<file path="config.mk">
export PLATFORM = sky130hd
export DESIGN_NAME = determinant_gauss_elimination_flat
export DESIGN_NICKNAME = d
export VERILOG_FILES = /design/src/design/gde_pkg.sv /design/src/design/gde_in_if.sv /design/src/design/gde_out_if.sv /design/src/design/gde_div.sv /design/src/design/gde_mul.sv /design/src/design/determinant_gauss_elimination.sv /design/src/flat_wrapper.sv
export SDC_FILE = /design/constraint.sdc
export NUM_CORES = 2
export LEC_CHECK = 0
export ABC_AREA = 1
export BUFFER_PORTS_ARGS = -buffer_cell sky130_fd_sc_hd__buf_2
export CAP_MARGIN = 40
export CORE_MARGIN = 1
export CORE_UTILIZATION = 36
export DETAILED_ROUTE_END_ITERATION = 8
export PLACE_DENSITY_LB_ADDON = 0.25
export SKIP_LAST_GASP = 1
export SLEW_MARGIN = 25
export SYNTH_ARGS = -nofsm -noshare
export SYNTH_HDL_FRONTEND = slang
export SYNTH_SLANG_ARGS = --single-unit
</file>
<file path="constraint.sdc">
create_clock -name clk -period 9.8 [get_ports clk]
set_input_delay 1.47 -clock clk [delete_from_list [all_inputs] [get_ports clk]]
set_output_delay 1.47 -clock clk [all_outputs]
set_load 0.01 [all_outputs]
</file>
<file path="src/design/gde_pkg.sv">
// Shared constants, types and helpers for the Gaussian-elimination determinant block.
package gde_pkg;

  localparam int MATRIX_ORDER = 4;
  localparam int FRAC_BITS    = 16;
  localparam int CELLS        = MATRIX_ORDER * MATRIX_ORDER;
  localparam int AW           = $clog2(CELLS);
  localparam int IW           = $clog2(MATRIX_ORDER);
  localparam int CW           = $clog2(CELLS + 1);
  localparam int WW           = 48;
  localparam int ELW          = 32;
  localparam int DW           = 64;

  typedef logic signed [WW-1:0] word_t;
  typedef logic [WW-1:0]        mag_t;

  localparam mag_t MAG_CAP = mag_t'(1) << (WW - 1);

  typedef enum logic [4:0] {
    S_LOAD,
    S_FILL,
    S_SRCH_RD,
    S_SRCH_CHK,
    S_SW0,
    S_SW1,
    S_SW2,
    S_SW3,
    S_ROW_RD,
    S_ROW_CHK,
    S_DIV_WAIT,
    S_COL_RI,
    S_COL_RK,
    S_COL_CAP,
    S_MUL_WAIT,
    S_ROW_END,
    S_DET_RD,
    S_DET_CHK,
    S_DET_WAIT,
    S_DONE
  } state_t;

  typedef struct packed {
    logic busy;
    logic done;
    logic sat;
  } unit_st_t;

  function automatic mag_t mag_of(word_t v);
    return v[WW-1] ? ((~mag_t'(v)) + mag_t'(1)) : mag_t'(v);
  endfunction

  function automatic logic [AW-1:0] addr_of(logic [IW-1:0] r, logic [IW-1:0] c);
    return AW'(int'(r) * MATRIX_ORDER + int'(c));
  endfunction

endpackage

</file>
<file path="src/design/gde_in_if.sv">
// Input channel: one matrix element word per handshake.
interface gde_in_if;
  logic               valid;
  logic               ready;
  logic signed [31:0] element;
  logic               last_element;

  modport source(output valid, output element, output last_element, input ready);
  modport sink(input valid, input element, input last_element, output ready);
endinterface

</file>
<file path="src/design/gde_out_if.sv">
// Output channel: one determinant result word per handshake.
interface gde_out_if;
  logic               valid;
  logic               ready;
  logic signed [63:0] determinant;
  logic               singular;
  logic               overflow;

  modport source(output valid, output determinant, output singular, output overflow,
                 input ready);
  modport sink(input valid, input determinant, input singular, input overflow,
               output ready);
endinterface

</file>
<file path="src/design/gde_div.sv">
// Restoring divider, one quotient bit per cycle: (num << FRAC_BITS) / den, capped.
module gde_div (
  input  logic              clk,
  input  logic              rst,
  input  logic              start,
  input  gde_pkg::mag_t     num,
  input  gde_pkg::mag_t     den,
  output gde_pkg::mag_t     quo,
  output gde_pkg::unit_st_t st
);
  localparam int STEPS = gde_pkg::WW + gde_pkg::FRAC_BITS;
  localparam int SW    = $clog2(STEPS + 1);

  logic                  busy;
  logic                  done;
  logic [SW-1:0]         cnt;
  gde_pkg::mag_t         nsh;
  gde_pkg::mag_t         den_r;
  gde_pkg::mag_t         rem;
  logic [gde_pkg::WW:0]  q;
  logic                  big;

  logic [gde_pkg::WW:0]  r2;
  logic                  ge;
  gde_pkg::mag_t         rem_next;
  logic [gde_pkg::WW:0]  q_next;
  logic                  big_next;

  always_comb begin
    r2       = {rem, nsh[gde_pkg::WW-1]};
    ge       = r2 >= {1'b0, den_r};
    rem_next = ge ? gde_pkg::WW'(r2 - {1'b0, den_r}) : r2[gde_pkg::WW-1:0];
    q_next   = {q[gde_pkg::WW-1:0], ge};
    big_next = q_next > {1'b0, gde_pkg::MAG_CAP};
  end

  always_ff @(posedge clk) begin
    if (rst) begin
      busy <= 1'b0;
      done <= 1'b0;
    end else begin
      done <= 1'b0;
      if (start) begin
        busy  <= 1'b1;
        cnt   <= '0;
        nsh   <= num;
        den_r <= den;
        rem   <= '0;
        q     <= '0;
        big   <= 1'b0;
      end else if (busy) begin
        nsh <= nsh << 1;
        rem <= rem_next;
        if (!big) begin
          q   <= q_next;
          big <= big_next;
        end
        cnt <= cnt + SW'(1);
        if (cnt == SW'(STEPS - 1)) begin
          busy <= 1'b0;
          done <= 1'b1;
        end
      end
    end
  end

  assign quo = big ? gde_pkg::MAG_CAP : q[gde_pkg::WW-1:0];
  assign st  = '{busy: busy, done: done, sat: big};
endmodule

</file>
<file path="src/design/gde_mul.sv">
// Digit-serial multiplier: (a * b) >> FRAC_BITS with a cap, one 24x24 product per step.
module gde_mul (
  input  logic                      clk,
  input  logic                      rst,
  input  logic                      start,
  input  logic [gde_pkg::DW-1:0]    a,
  input  gde_pkg::mag_t             b,
  input  logic [gde_pkg::DW-1:0]    cap,
  output logic [gde_pkg::DW-1:0]    res,
  output gde_pkg::unit_st_t         st
);
  localparam int DG  = 24;
  localparam int ADG = (gde_pkg::DW + DG - 1) / DG;
  localparam int BDG = (gde_pkg::WW + DG - 1) / DG;
  localparam int PW  = DG * (ADG + BDG);
  localparam int XW  = $clog2(ADG);
  localparam int YW  = (BDG > 1) ? $clog2(BDG) : 1;
  localparam int SHW = $clog2(ADG + BDG - 1);

  logic                   busy;
  logic                   done;
  logic                   ph;
  logic [XW-1:0]          xa;
  logic [YW-1:0]          yb;
  logic [SHW-1:0]         sh;
  logic [DG*ADG-1:0]      ar;
  logic [DG*BDG-1:0]      br;
  logic [gde_pkg::DW-1:0] capr;
  logic [2*DG-1:0]        prod;
  logic [PW-1:0]          acc;

  logic [PW-1:0]          full;
  logic                   sat;

  always_ff @(posedge clk) begin
    if (rst) begin
      busy <= 1'b0;
      done <= 1'b0;
      ph   <= 1'b0;
    end else begin
      done <= 1'b0;
      if (start) begin
        busy <= 1'b1;
        ph   <= 1'b0;
        xa   <= '0;
        yb   <= '0;
        acc  <= '0;
        ar   <= (DG*ADG)'(a);
        br   <= (DG*BDG)'(b);
        capr <= cap;
      end else if (busy) begin
        if (!ph) begin
          prod <= (2*DG)'(ar[int'(xa)*DG +: DG] * br[int'(yb)*DG +: DG]);
          sh   <= SHW'(xa) + SHW'(yb);
          ph   <= 1'b1;
        end else begin
          acc <= acc + (PW'(prod) << (DG * int'(sh)));
          ph  <= 1'b0;
          if (yb == YW'(BDG - 1)) begin
            yb <= '0;
            if (xa == XW'(ADG - 1)) begin
              busy <= 1'b0;
              done <= 1'b1;
            end else begin
              xa <= xa + XW'(1);
            end
          end else begin
            yb <= yb + YW'(1);
          end
        end
      end
    end
  end

  always_comb begin
    full = acc >> gde_pkg::FRAC_BITS;
    sat  = full > PW'(capr);
    res  = sat ? capr : full[gde_pkg::DW-1:0];
  end

  assign st = '{busy: busy, done: done, sat: sat};
endmodule

</file>
<file path="src/design/determinant_gauss_elimination.sv">
// Determinant by Gaussian elimination: top level with sequencer and matrix memory.
// Elements are taken one word per cycle into a 16-entry memory; the word with
// last_element set starts the computation and the block takes no further input
// until the result is handed to the output register. Missing entries are zeroed
// one per cycle. Elimination then runs on one shared 64-step restoring divider
// (one factor per nonzero subdiagonal entry) and one digit-serial multiplier
// (six 24x24 products per update or diagonal product), with single-port memory
// reads around them. A singular matrix stops early, at the first column with no
// pivot. The result waits in an output register while the next matrix loads.
module determinant_gauss_elimination (
  input  logic        clk,
  input  logic        rst,
  gde_in_if.sink      din,
  gde_out_if.source   dout
);
  localparam logic [gde_pkg::IW-1:0] LAST  = gde_pkg::IW'(gde_pkg::MATRIX_ORDER - 1);
  localparam logic [gde_pkg::DW-1:0] ONE_Q = gde_pkg::DW'(1) << 32;
  localparam logic [gde_pkg::DW-1:0] DET_CAP = gde_pkg::DW'(1) << (gde_pkg::DW - 1);
  localparam logic signed [gde_pkg::WW+1:0] HI = {3'b000, {(gde_pkg::WW-1){1'b1}}};
  localparam logic signed [gde_pkg::WW+1:0] LO = {3'b111, {(gde_pkg::WW-1){1'b0}}};

  gde_pkg::state_t state, state_next;

  gde_pkg::word_t  mat [gde_pkg::CELLS];
  gde_pkg::word_t  rdata;
  logic [gde_pkg::AW-1:0] raddr, waddr;
  logic            we;
  gde_pkg::word_t  wdata;

  logic [gde_pkg::CW-1:0] cnt;
  logic [gde_pkg::IW-1:0] ci, rr, kk, jj;
  gde_pkg::word_t  piv, bij, akj, tmp;
  gde_pkg::mag_t   fmag;
  logic            fneg, fneg_p;
  logic            par, neg, sat_seen, sing;
  logic [gde_pkg::DW-1:0] detmag;

  logic                   ov;
  logic signed [gde_pkg::DW-1:0] det_r;
  logic                   sing_r, ovf_r;

  logic            accept, out_free;

  logic                   div_start;
  gde_pkg::mag_t          div_n, div_d, div_q;
  gde_pkg::unit_st_t      div_st;
  logic                   mul_start;
  logic [gde_pkg::DW-1:0] mul_a, mul_cap, mul_res;
  gde_pkg::mag_t          mul_b;
  gde_pkg::unit_st_t      mul_st;

  logic                   fpos_sat;
  logic                   pneg;
  logic signed [gde_pkg::WW+1:0] akx, px, diff;
  gde_pkg::word_t         upd;
  logic                   negf, dsat;

  gde_div u_div (
    .clk(clk), .rst(rst), .start(div_start), .num(div_n), .den(div_d),
    .quo(div_q), .st(div_st)
  );

  gde_mul u_mul (
    .clk(clk), .rst(rst), .start(mul_start), .a(mul_a), .b(mul_b), .cap(mul_cap),
    .res(mul_res), .st(mul_st)
  );

  always_ff @(posedge clk) begin
    if (we) begin
      mat[waddr] <= wdata;
    end
    rdata <= mat[raddr];
  end

  assign accept   = din.valid && din.ready;
  assign out_free = !ov || dout.ready;

  always_comb begin
    fpos_sat = !fneg_p && (div_q == gde_pkg::MAG_CAP);
    pneg     = fneg ^ bij[gde_pkg::WW-1];
    akx      = {{2{akj[gde_pkg::WW-1]}}, akj};
    px       = pneg ? -$signed({2'b00, mul_res[gde_pkg::WW-1:0]})
                    : $signed({2'b00, mul_res[gde_pkg::WW-1:0]});
    diff     = akx - px;
    if (diff > HI) begin
      upd = HI[gde_pkg::WW-1:0];
    end else if (diff < LO) begin
      upd = LO[gde_pkg::WW-1:0];
    end else begin
      upd = diff[gde_pkg::WW-1:0];
    end
    negf = neg && (detmag != '0);
    dsat = !negf && detmag[gde_pkg::DW-1];
  end

  // next state
  always_comb begin
    state_next = state;
    unique case (state)
      gde_pkg::S_LOAD: begin
        if (accept && din.last_element) state_next = gde_pkg::S_FILL;
      end
      gde_pkg::S_FILL: begin
        if (cnt == gde_pkg::CW'(gde_pkg::CELLS)) state_next = gde_pkg::S_SRCH_RD;
      end
      gde_pkg::S_SRCH_RD: state_next = gde_pkg::S_SRCH_CHK;
      gde_pkg::S_SRCH_CHK: begin
        if (rdata != '0) begin
          if (rr != ci) state_next = gde_pkg::S_SW0;
          else if (ci == LAST) state_next = gde_pkg::S_DET_RD;
          else state_next = gde_pkg::S_ROW_RD;
        end else if (rr == LAST) begin
          state_next = gde_pkg::S_DONE;
        end else begin
          state_next = gde_pkg::S_SRCH_RD;
        end
      end
      gde_pkg::S_SW0: state_next = gde_pkg::S_SW1;
      gde_pkg::S_SW1: state_next = gde_pkg::S_SW2;
      gde_pkg::S_SW2: state_next = gde_pkg::S_SW3;
      gde_pkg::S_SW3: begin
        if (jj != LAST) state_next = gde_pkg::S_SW0;
        else if (ci == LAST) state_next = gde_pkg::S_DET_RD;
        else state_next = gde_pkg::S_ROW_RD;
      end
      gde_pkg::S_ROW_RD: state_next = gde_pkg::S_ROW_CHK;
      gde_pkg::S_ROW_CHK: begin
        state_next = (rdata == '0) ? gde_pkg::S_ROW_END : gde_pkg::S_DIV_WAIT;
      end
      gde_pkg::S_DIV_WAIT: begin
        if (div_st.done) state_next = gde_pkg::S_COL_RI;
      end
      gde_pkg::S_COL_RI:  state_next = gde_pkg::S_COL_RK;
      gde_pkg::S_COL_RK:  state_next = gde_pkg::S_COL_CAP;
      gde_pkg::S_COL_CAP: state_next = gde_pkg::S_MUL_WAIT;
      gde_pkg::S_MUL_WAIT: begin
        if (mul_st.done) begin
          state_next = (jj == LAST) ? gde_pkg::S_ROW_END : gde_pkg::S_COL_RI;
        end
      end
      gde_pkg::S_ROW_END: begin
        state_next = (kk == LAST) ? gde_pkg::S_SRCH_RD : gde_pkg::S_ROW_RD;
      end
      gde_pkg::S_DET_RD:  state_next = gde_pkg::S_DET_CHK;
      gde_pkg::S_DET_CHK: state_next = gde_pkg::S_DET_WAIT;
      gde_pkg::S_DET_WAIT: begin
        if (mul_st.done) begin
          state_next = (rr == LAST) ? gde_pkg::S_DONE : gde_pkg::S_DET_RD;
        end
      end
      gde_pkg::S_DONE: begin
        if (out_free) state_next = gde_pkg::S_LOAD;
      end
      default: state_next = gde_pkg::S_LOAD;
    endcase
  end

  // outputs
  always_comb begin
    din.ready = 1'b0;
    raddr     = '0;
    we        = 1'b0;
    waddr     = '0;
    wdata     = '0;
    div_start = 1'b0;
    div_n     = gde_pkg::mag_of(rdata);
    div_d     = gde_pkg::mag_of(piv);
    mul_start = 1'b0;
    mul_a     = '0;
    mul_b     = '0;
    mul_cap   = '0;
    unique case (state)
      gde_pkg::S_LOAD: begin
        din.ready = 1'b1;
        we    = accept && (cnt < gde_pkg::CW'(gde_pkg::CELLS));
        waddr = cnt[gde_pkg::AW-1:0];
        wdata = {{(gde_pkg::WW-gde_pkg::ELW){din.element[gde_pkg::ELW-1]}}, din.element};
      end
      gde_pkg::S_FILL: begin
        we    = cnt < gde_pkg::CW'(gde_pkg::CELLS);
        waddr = cnt[gde_pkg::AW-1:0];
      end
      gde_pkg::S_SRCH_RD: raddr = gde_pkg::addr_of(rr, ci);
      gde_pkg::S_SW0:     raddr = gde_pkg::addr_of(ci, jj);
      gde_pkg::S_SW1:     raddr = gde_pkg::addr_of(rr, jj);
      gde_pkg::S_SW2: begin
        we    = 1'b1;
        waddr = gde_pkg::addr_of(ci, jj);
        wdata = rdata;
      end
      gde_pkg::S_SW3: begin
        we    = 1'b1;
        waddr = gde_pkg::addr_of(rr, jj);
        wdata = tmp;
      end
      gde_pkg::S_ROW_RD:  raddr = gde_pkg::addr_of(kk, ci);
      gde_pkg::S_ROW_CHK: div_start = rdata != '0;
      gde_pkg::S_COL_RI:  raddr = gde_pkg::addr_of(ci, jj);
      gde_pkg::S_COL_RK:  raddr = gde_pkg::addr_of(kk, jj);
      gde_pkg::S_COL_CAP: begin
        mul_start = 1'b1;
        mul_a     = gde_pkg::DW'(fmag);
        mul_b     = gde_pkg::mag_of(bij);
        mul_cap   = gde_pkg::DW'(gde_pkg::MAG_CAP);
      end
      gde_pkg::S_MUL_WAIT: begin
        we    = mul_st.done;
        waddr = gde_pkg::addr_of(kk, jj);
        wdata = upd;
      end
      gde_pkg::S_DET_RD: raddr = gde_pkg::addr_of(rr, rr);
      gde_pkg::S_DET_CHK: begin
        mul_start = 1'b1;
        mul_a     = detmag;
        mul_b     = gde_pkg::mag_of(rdata);
        mul_cap   = DET_CAP;
      end
      default: begin
      end
    endcase
  end

  always_ff @(posedge clk) begin
    if (rst) begin
      state <= gde_pkg::S_LOAD;
      cnt   <= '0;
      par   <= 1'b0;
      ov    <= 1'b0;
    end else begin
      state <= state_next;
      if (state == gde_pkg::S_DONE && out_free) ov <= 1'b1;
      else if (dout.ready) ov <= 1'b0;
      unique case (state)
        gde_pkg::S_LOAD: begin
          if (accept) begin
            if (cnt < gde_pkg::CW'(gde_pkg::CELLS)) cnt <= cnt + gde_pkg::CW'(1);
            if (din.last_element) begin
              ci       <= '0;
              rr       <= '0;
              par      <= 1'b0;
              sat_seen <= 1'b0;
              sing     <= 1'b0;
            end
          end
        end
        gde_pkg::S_FILL: begin
          if (cnt == gde_pkg::CW'(gde_pkg::CELLS)) cnt <= '0;
          else cnt <= cnt + gde_pkg::CW'(1);
        end
        gde_pkg::S_SRCH_CHK: begin
          if (rdata != '0) begin
            piv    <= rdata;
            jj     <= ci;
            kk     <= ci + gde_pkg::IW'(1);
            detmag <= ONE_Q;
            if (rr != ci) begin
              par <= ~par;
            end else begin
              rr  <= '0;
              neg <= par;
            end
          end else if (rr == LAST) begin
            sing <= 1'b1;
          end else begin
            rr <= rr + gde_pkg::IW'(1);
          end
        end
        gde_pkg::S_SW1: tmp <= rdata;
        gde_pkg::S_SW3: begin
          if (jj != LAST) begin
            jj <= jj + gde_pkg::IW'(1);
          end else begin
            rr  <= '0;
            neg <= par;
          end
        end
        gde_pkg::S_ROW_CHK: fneg_p <= rdata[gde_pkg::WW-1] ^ piv[gde_pkg::WW-1];
        gde_pkg::S_DIV_WAIT: begin
          if (div_st.done) begin
            fmag     <= fpos_sat ? (gde_pkg::MAG_CAP - gde_pkg::mag_t'(1)) : div_q;
            fneg     <= fneg_p && (div_q != '0);
            sat_seen <= sat_seen | div_st.sat | fpos_sat;
            jj       <= ci + gde_pkg::IW'(1);
          end
        end
        gde_pkg::S_COL_RK:  bij <= rdata;
        gde_pkg::S_COL_CAP: akj <= rdata;
        gde_pkg::S_MUL_WAIT: begin
          if (mul_st.done) begin
            sat_seen <= sat_seen | mul_st.sat | (diff > HI) | (diff < LO);
            if (jj != LAST) jj <= jj + gde_pkg::IW'(1);
          end
        end
        gde_pkg::S_ROW_END: begin
          if (kk == LAST) begin
            ci <= ci + gde_pkg::IW'(1);
            rr <= ci + gde_pkg::IW'(1);
          end else begin
            kk <= kk + gde_pkg::IW'(1);
          end
        end
        gde_pkg::S_DET_CHK: neg <= neg ^ rdata[gde_pkg::WW-1];
        gde_pkg::S_DET_WAIT: begin
          if (mul_st.done) begin
            detmag   <= mul_res;
            sat_seen <= sat_seen | mul_st.sat;
            rr       <= rr + gde_pkg::IW'(1);
          end
        end
        gde_pkg::S_DONE: begin
          if (out_free) begin
            sing_r <= sing;
            if (sing) begin
              det_r <= '0;
              ovf_r <= sat_seen;
            end else begin
              det_r <= dsat ? $signed(DET_CAP - gde_pkg::DW'(1))
                            : (negf ? -$signed(detmag) : $signed(detmag));
              ovf_r <= sat_seen | dsat;
            end
            par <= 1'b0;
          end
        end
        default: begin
        end
      endcase
    end
  end

  assign dout.valid       = ov;
  assign dout.determinant = det_r;
  assign dout.singular    = sing_r;
  assign dout.overflow    = ovf_r;

  a_sing_zero: assert property (@(posedge clk) disable iff (rst)
    (dout.valid && dout.singular) |-> (dout.determinant == '0))
    else $error("singular result with nonzero determinant");

  a_cnt_range: assert property (@(posedge clk) disable iff (rst)
    cnt <= gde_pkg::CW'(gde_pkg::CELLS))
    else $error("load count past matrix size");

  a_one_unit: assert property (@(posedge clk) disable iff (rst)
    !(div_st.busy && mul_st.busy))
    else $error("divider and multiplier busy together");

  a_result_out: assert property (@(posedge clk) disable iff (rst)
    (state == gde_pkg::S_DONE && out_free) |=> dout.valid)
    else $error("result not presented after completion");
endmodule
</file>
<file path="src/flat_wrapper.sv">
// flat-port wrapper written by rule: the top's interface ports become plain ports
module determinant_gauss_elimination_flat 
  (clk, rst, din_valid, din_element, din_last_element, din_ready, dout_valid, dout_determinant, dout_singular, dout_overflow, dout_ready);
  gde_in_if din_i ();
  gde_out_if dout_i ();
  input  logic clk;
  input  logic rst;
  input wire logic [$bits(din_i.valid)-1:0] din_valid;
  input wire logic [$bits(din_i.element)-1:0] din_element;
  input wire logic [$bits(din_i.last_element)-1:0] din_last_element;
  output wire logic [$bits(din_i.ready)-1:0] din_ready;
  output wire logic [$bits(dout_i.valid)-1:0] dout_valid;
  output wire logic [$bits(dout_i.determinant)-1:0] dout_determinant;
  output wire logic [$bits(dout_i.singular)-1:0] dout_singular;
  output wire logic [$bits(dout_i.overflow)-1:0] dout_overflow;
  input wire logic [$bits(dout_i.ready)-1:0] dout_ready;
  assign din_i.valid = din_valid;
  assign din_i.element = din_element;
  assign din_i.last_element = din_last_element;
  assign din_ready = din_i.ready;
  assign dout_valid = dout_i.valid;
  assign dout_determinant = dout_i.determinant;
  assign dout_singular = dout_i.singular;
  assign dout_overflow = dout_i.overflow;
  assign dout_i.ready = dout_ready;
  determinant_gauss_elimination u_core (.clk(clk), .rst(rst), .din(din_i), .dout(dout_i));
endmodule
</file>
==> results.yml <==
logic_synthesis:
  async_flop_share_pct: 0
  syn_area_per_cell_um2: 9.12
  synthCells: 12000
  synth_flop_cell: "edfxtp_1"
  ys_seq_area_share_pct: 46.3
  yosysUniqueCellTypes: 71
  synth.area.top_cells: "edfxtp_1 45%, fa_1 8.9%, nor2_1 6.5%, nand2_1 6.3%, inv_1 5.4%"
  synth_largest_area_cell: "edfxtp_1"
  synth_top_area_share_pct: 45.1
  yosysWarnings: 0
  synth_seq_cells: 1703
  synth_nets: 12900
  netlist_area_um2: 109000
  synth_edf_count: 1638
timing:
  hold_viol: 0
  finalSetupTns_ps: 0
  worstMarginPinSlew_ps: 1080
  setup_viol: 0
  rsz0062_at_grt: "false"
  slew_headroom_pct: 27.7
  setup_ws_ps: 958
  drv_slew: 0
  fin_skew_ps: 131
  timing.fmax_mhz: 113
  period_minus_slack_ps: 8840
  min_period_over_period_pct: 90.2
final_layout:
  drive_gt1_share_pct: 7.53
  postLayoutCoreUtil_pct: 40.6
  fill_cells: 30000
  regArea_um2: 50500
  final_common_cell: "nor2_1"
  mostFrequentLayoutCells: "1867 x nor2_1, 1814 x nand2_1, 1638 x edfxtp_1"
  finalNetCount: 13000
  synthToLayoutAreaGrowth_pct: 11.8
  multi_input_area_um2: 51000
clock_network:
  cts_made_buffers: 197
  clk_pin_slew_ps: 60
  cts_sinks: 1703
  cts_max_path_buffers: 4
  htreeDepth: 4
  cts_root_buffer: "clkbuf_16"
  cts_tree: "yes"
  cts_hold_buf: 0
  cts_resized: 0
  post_cts_buffers: 0
  worstSkewPairLatency_ps: 930
grt:
  grt_pass1_wl_um: 580000
  overflow: 0
  grtUsageTotal_pct: 25.7
  grt_max_degree: 166
  antenna_found_initial: 21
  grt_pass1_vias: 84000
pwr:
  seqPwrFrac_pct: 45.8
  p_sw_mw: 5.93
  power.internal_mw: 14.0
  pwr-share-clk_pct: 37.8
  max-vdd-ir-drop_uv: 151
  power_density_nw_per_um2: 163
  swShare_pct: 29.8
  leakage_nw: 48.4
  p_comb_share_pct: 16.4
floorplanning:
  die_area_um2: 305000
  die_h_um: 552
  coreArea_um2: 301000
  die_w_um: 552
  rows: 201
  start_util_pct: 36.3
  pin_count: 105
routing:
  viasPerCell: 5.44
  wl_per_cell_um: 24.8
  drt_wl_total_um: 401000
  drtPass1Iterations: 8
  drcViolationCount: 0
  vias: 88000
  drtIter0Drc: 9696
  ant_nets: 0
worst_setup_path:
  cp.buffers_inverters: 8
  worstPathMaxFanout: 27
  worst_path_max_delay_cell: "clkinv_1"
  regToRegSetupSlack_ps: 960
  critPathKind: "flip-flop to flip-flop"
  critPathTopFamily: "adder cells"
  slowest_delay_ps: 870
  cpMostUsedCell: "fa_1"
  start_kind: "flip-flop"
  cp.arrival_ps: 9440
  worstSetupEndpointType: "flip-flop"
  required_ps: 10400
min_path:
  hold_path_class: "flip-flop to flip-flop"
place:
  place_ws_ps: 1020
  hpwlAfterDp_um: 298000
  port_buffers: 104
  gp_congestion: 1.01
outcome:
  status: "finished, final reports clean"
job:
  cap_viol_max_count: 0
-- through the flow --
stage / cells / power (mW) / area (µm²) / hold slack (ps)
floorplan: 12000 / 10.8 / 109000 / 452
CTS: 16200 / 20.0 / 122000 / 478
detailed placement: 15800 / 12.5 / 115000 / 472
global placement: 15800 / 12.4 / 115000 / 471
finish: 16200 / 19.9 / 122000 / 464
global route: 16200 / 20.5 / 122000 / 516
-- sequential cells by signal (all words and copies together) (netlist names), 64 cells and up --
register / flops
u_core.detmag: 64
u_core.dout.determinant: 64
u_core.mat: 768
u_core.u_mul.acc: 120
u_core.u_mul.ar: 64
-- path summary, 6_finish.rpt --
kind	startpoint	end	depth (start not counted)
worst max-delay path	u_core.u_mul.xa[0]$_SDFFCE_PN0P_	u_core.u_mul.prod[47]$_DFFE_PP_	29
worst min register to register	u_core.u_div.nsh[36]$_DFFE_PP_	u_core.u_div.nsh[37]$_DFFE_PP_	2
worst max register to register	u_core.u_mul.xa[0]$_SDFFCE_PN0P_	u_core.u_mul.prod[47]$_DFFE_PP_	29
worst min-delay path	u_core.u_div.nsh[36]$_DFFE_PP_	u_core.u_div.nsh[37]$_DFFE_PP_	2
-- worst min-delay path, delay by kind of cell, from the launching register on --
family	cells	cell delay [ps]
DFF	1	330
and+or+nand+nor	2	100
-- Yosys cell counts (all sizes together) (21+ instances only) --
library cell	number
o21ai	1031
o21bai	26
nand2	1829
nand4	76
a31oi	64
nand3	346
or2	167
o21a	44
o31ai	94
ha	408
a221oi	56
o221ai	98
nor3	141
nor4	65
a21o	30
fa	485
inv	1591
clkbuf	365
a21oi	637
buf	90
o211ai	97
edfxtp	1638
nor2	1910
o22ai	55
clkinv	21
xor2	257
xnor2	105
dfxtp	65
-- routing by layer --
layer	vias up	GRT usage (%)	wire length, µm
met5	-	0.313	202
met4	12	10.9	18500
met3	636	3.37	29900
met2	3648	39.8	178000
met1	43200	36.0	175000
li1	40500	-	-
-- area by class of cell --
class	instances	area share [%]
Antenna cell	6	0.0123
Clock buffer	258	4.38
Clock inverter	105	0.962
Inverter	1612	4.98
Multi-Input combinational cell	8182	41.8
Sequential cell	1703	41.4
Tap cell	3958	4.06
Timing Repair Buffer	345	2.34
-- power groups by stage --
stage / clock network [mW] / logic, mW / registers (mW)
6_report: 7.53 / 3.26 / 9.10
5_1_grt: 7.90 / 3.46 / 9.12
4_1_cts: 7.65 / 3.22 / 9.10
3_5_place_dp: 0 / 3.21 / 9.25
3_3_place_gp: 0 / 3.18 / 9.25
2_1_floorplan: 0 / 1.62 / 9.20
-- cell families after synthesis --
group,Yosys count,share of synthesized area [%]
buffers and inverters,2067,7.25
AO/OA/AOI/OAI,2362,12.6
adder cells (fa/ha/maj),893,13.6
multiplexers,5,0.0459
AND/OR/NAND/NOR,4560,17.2
XOR/XNOR,362,2.91
flip-flops,1703,46.3
No activity file was read; power rests on OpenSTA's default activity.
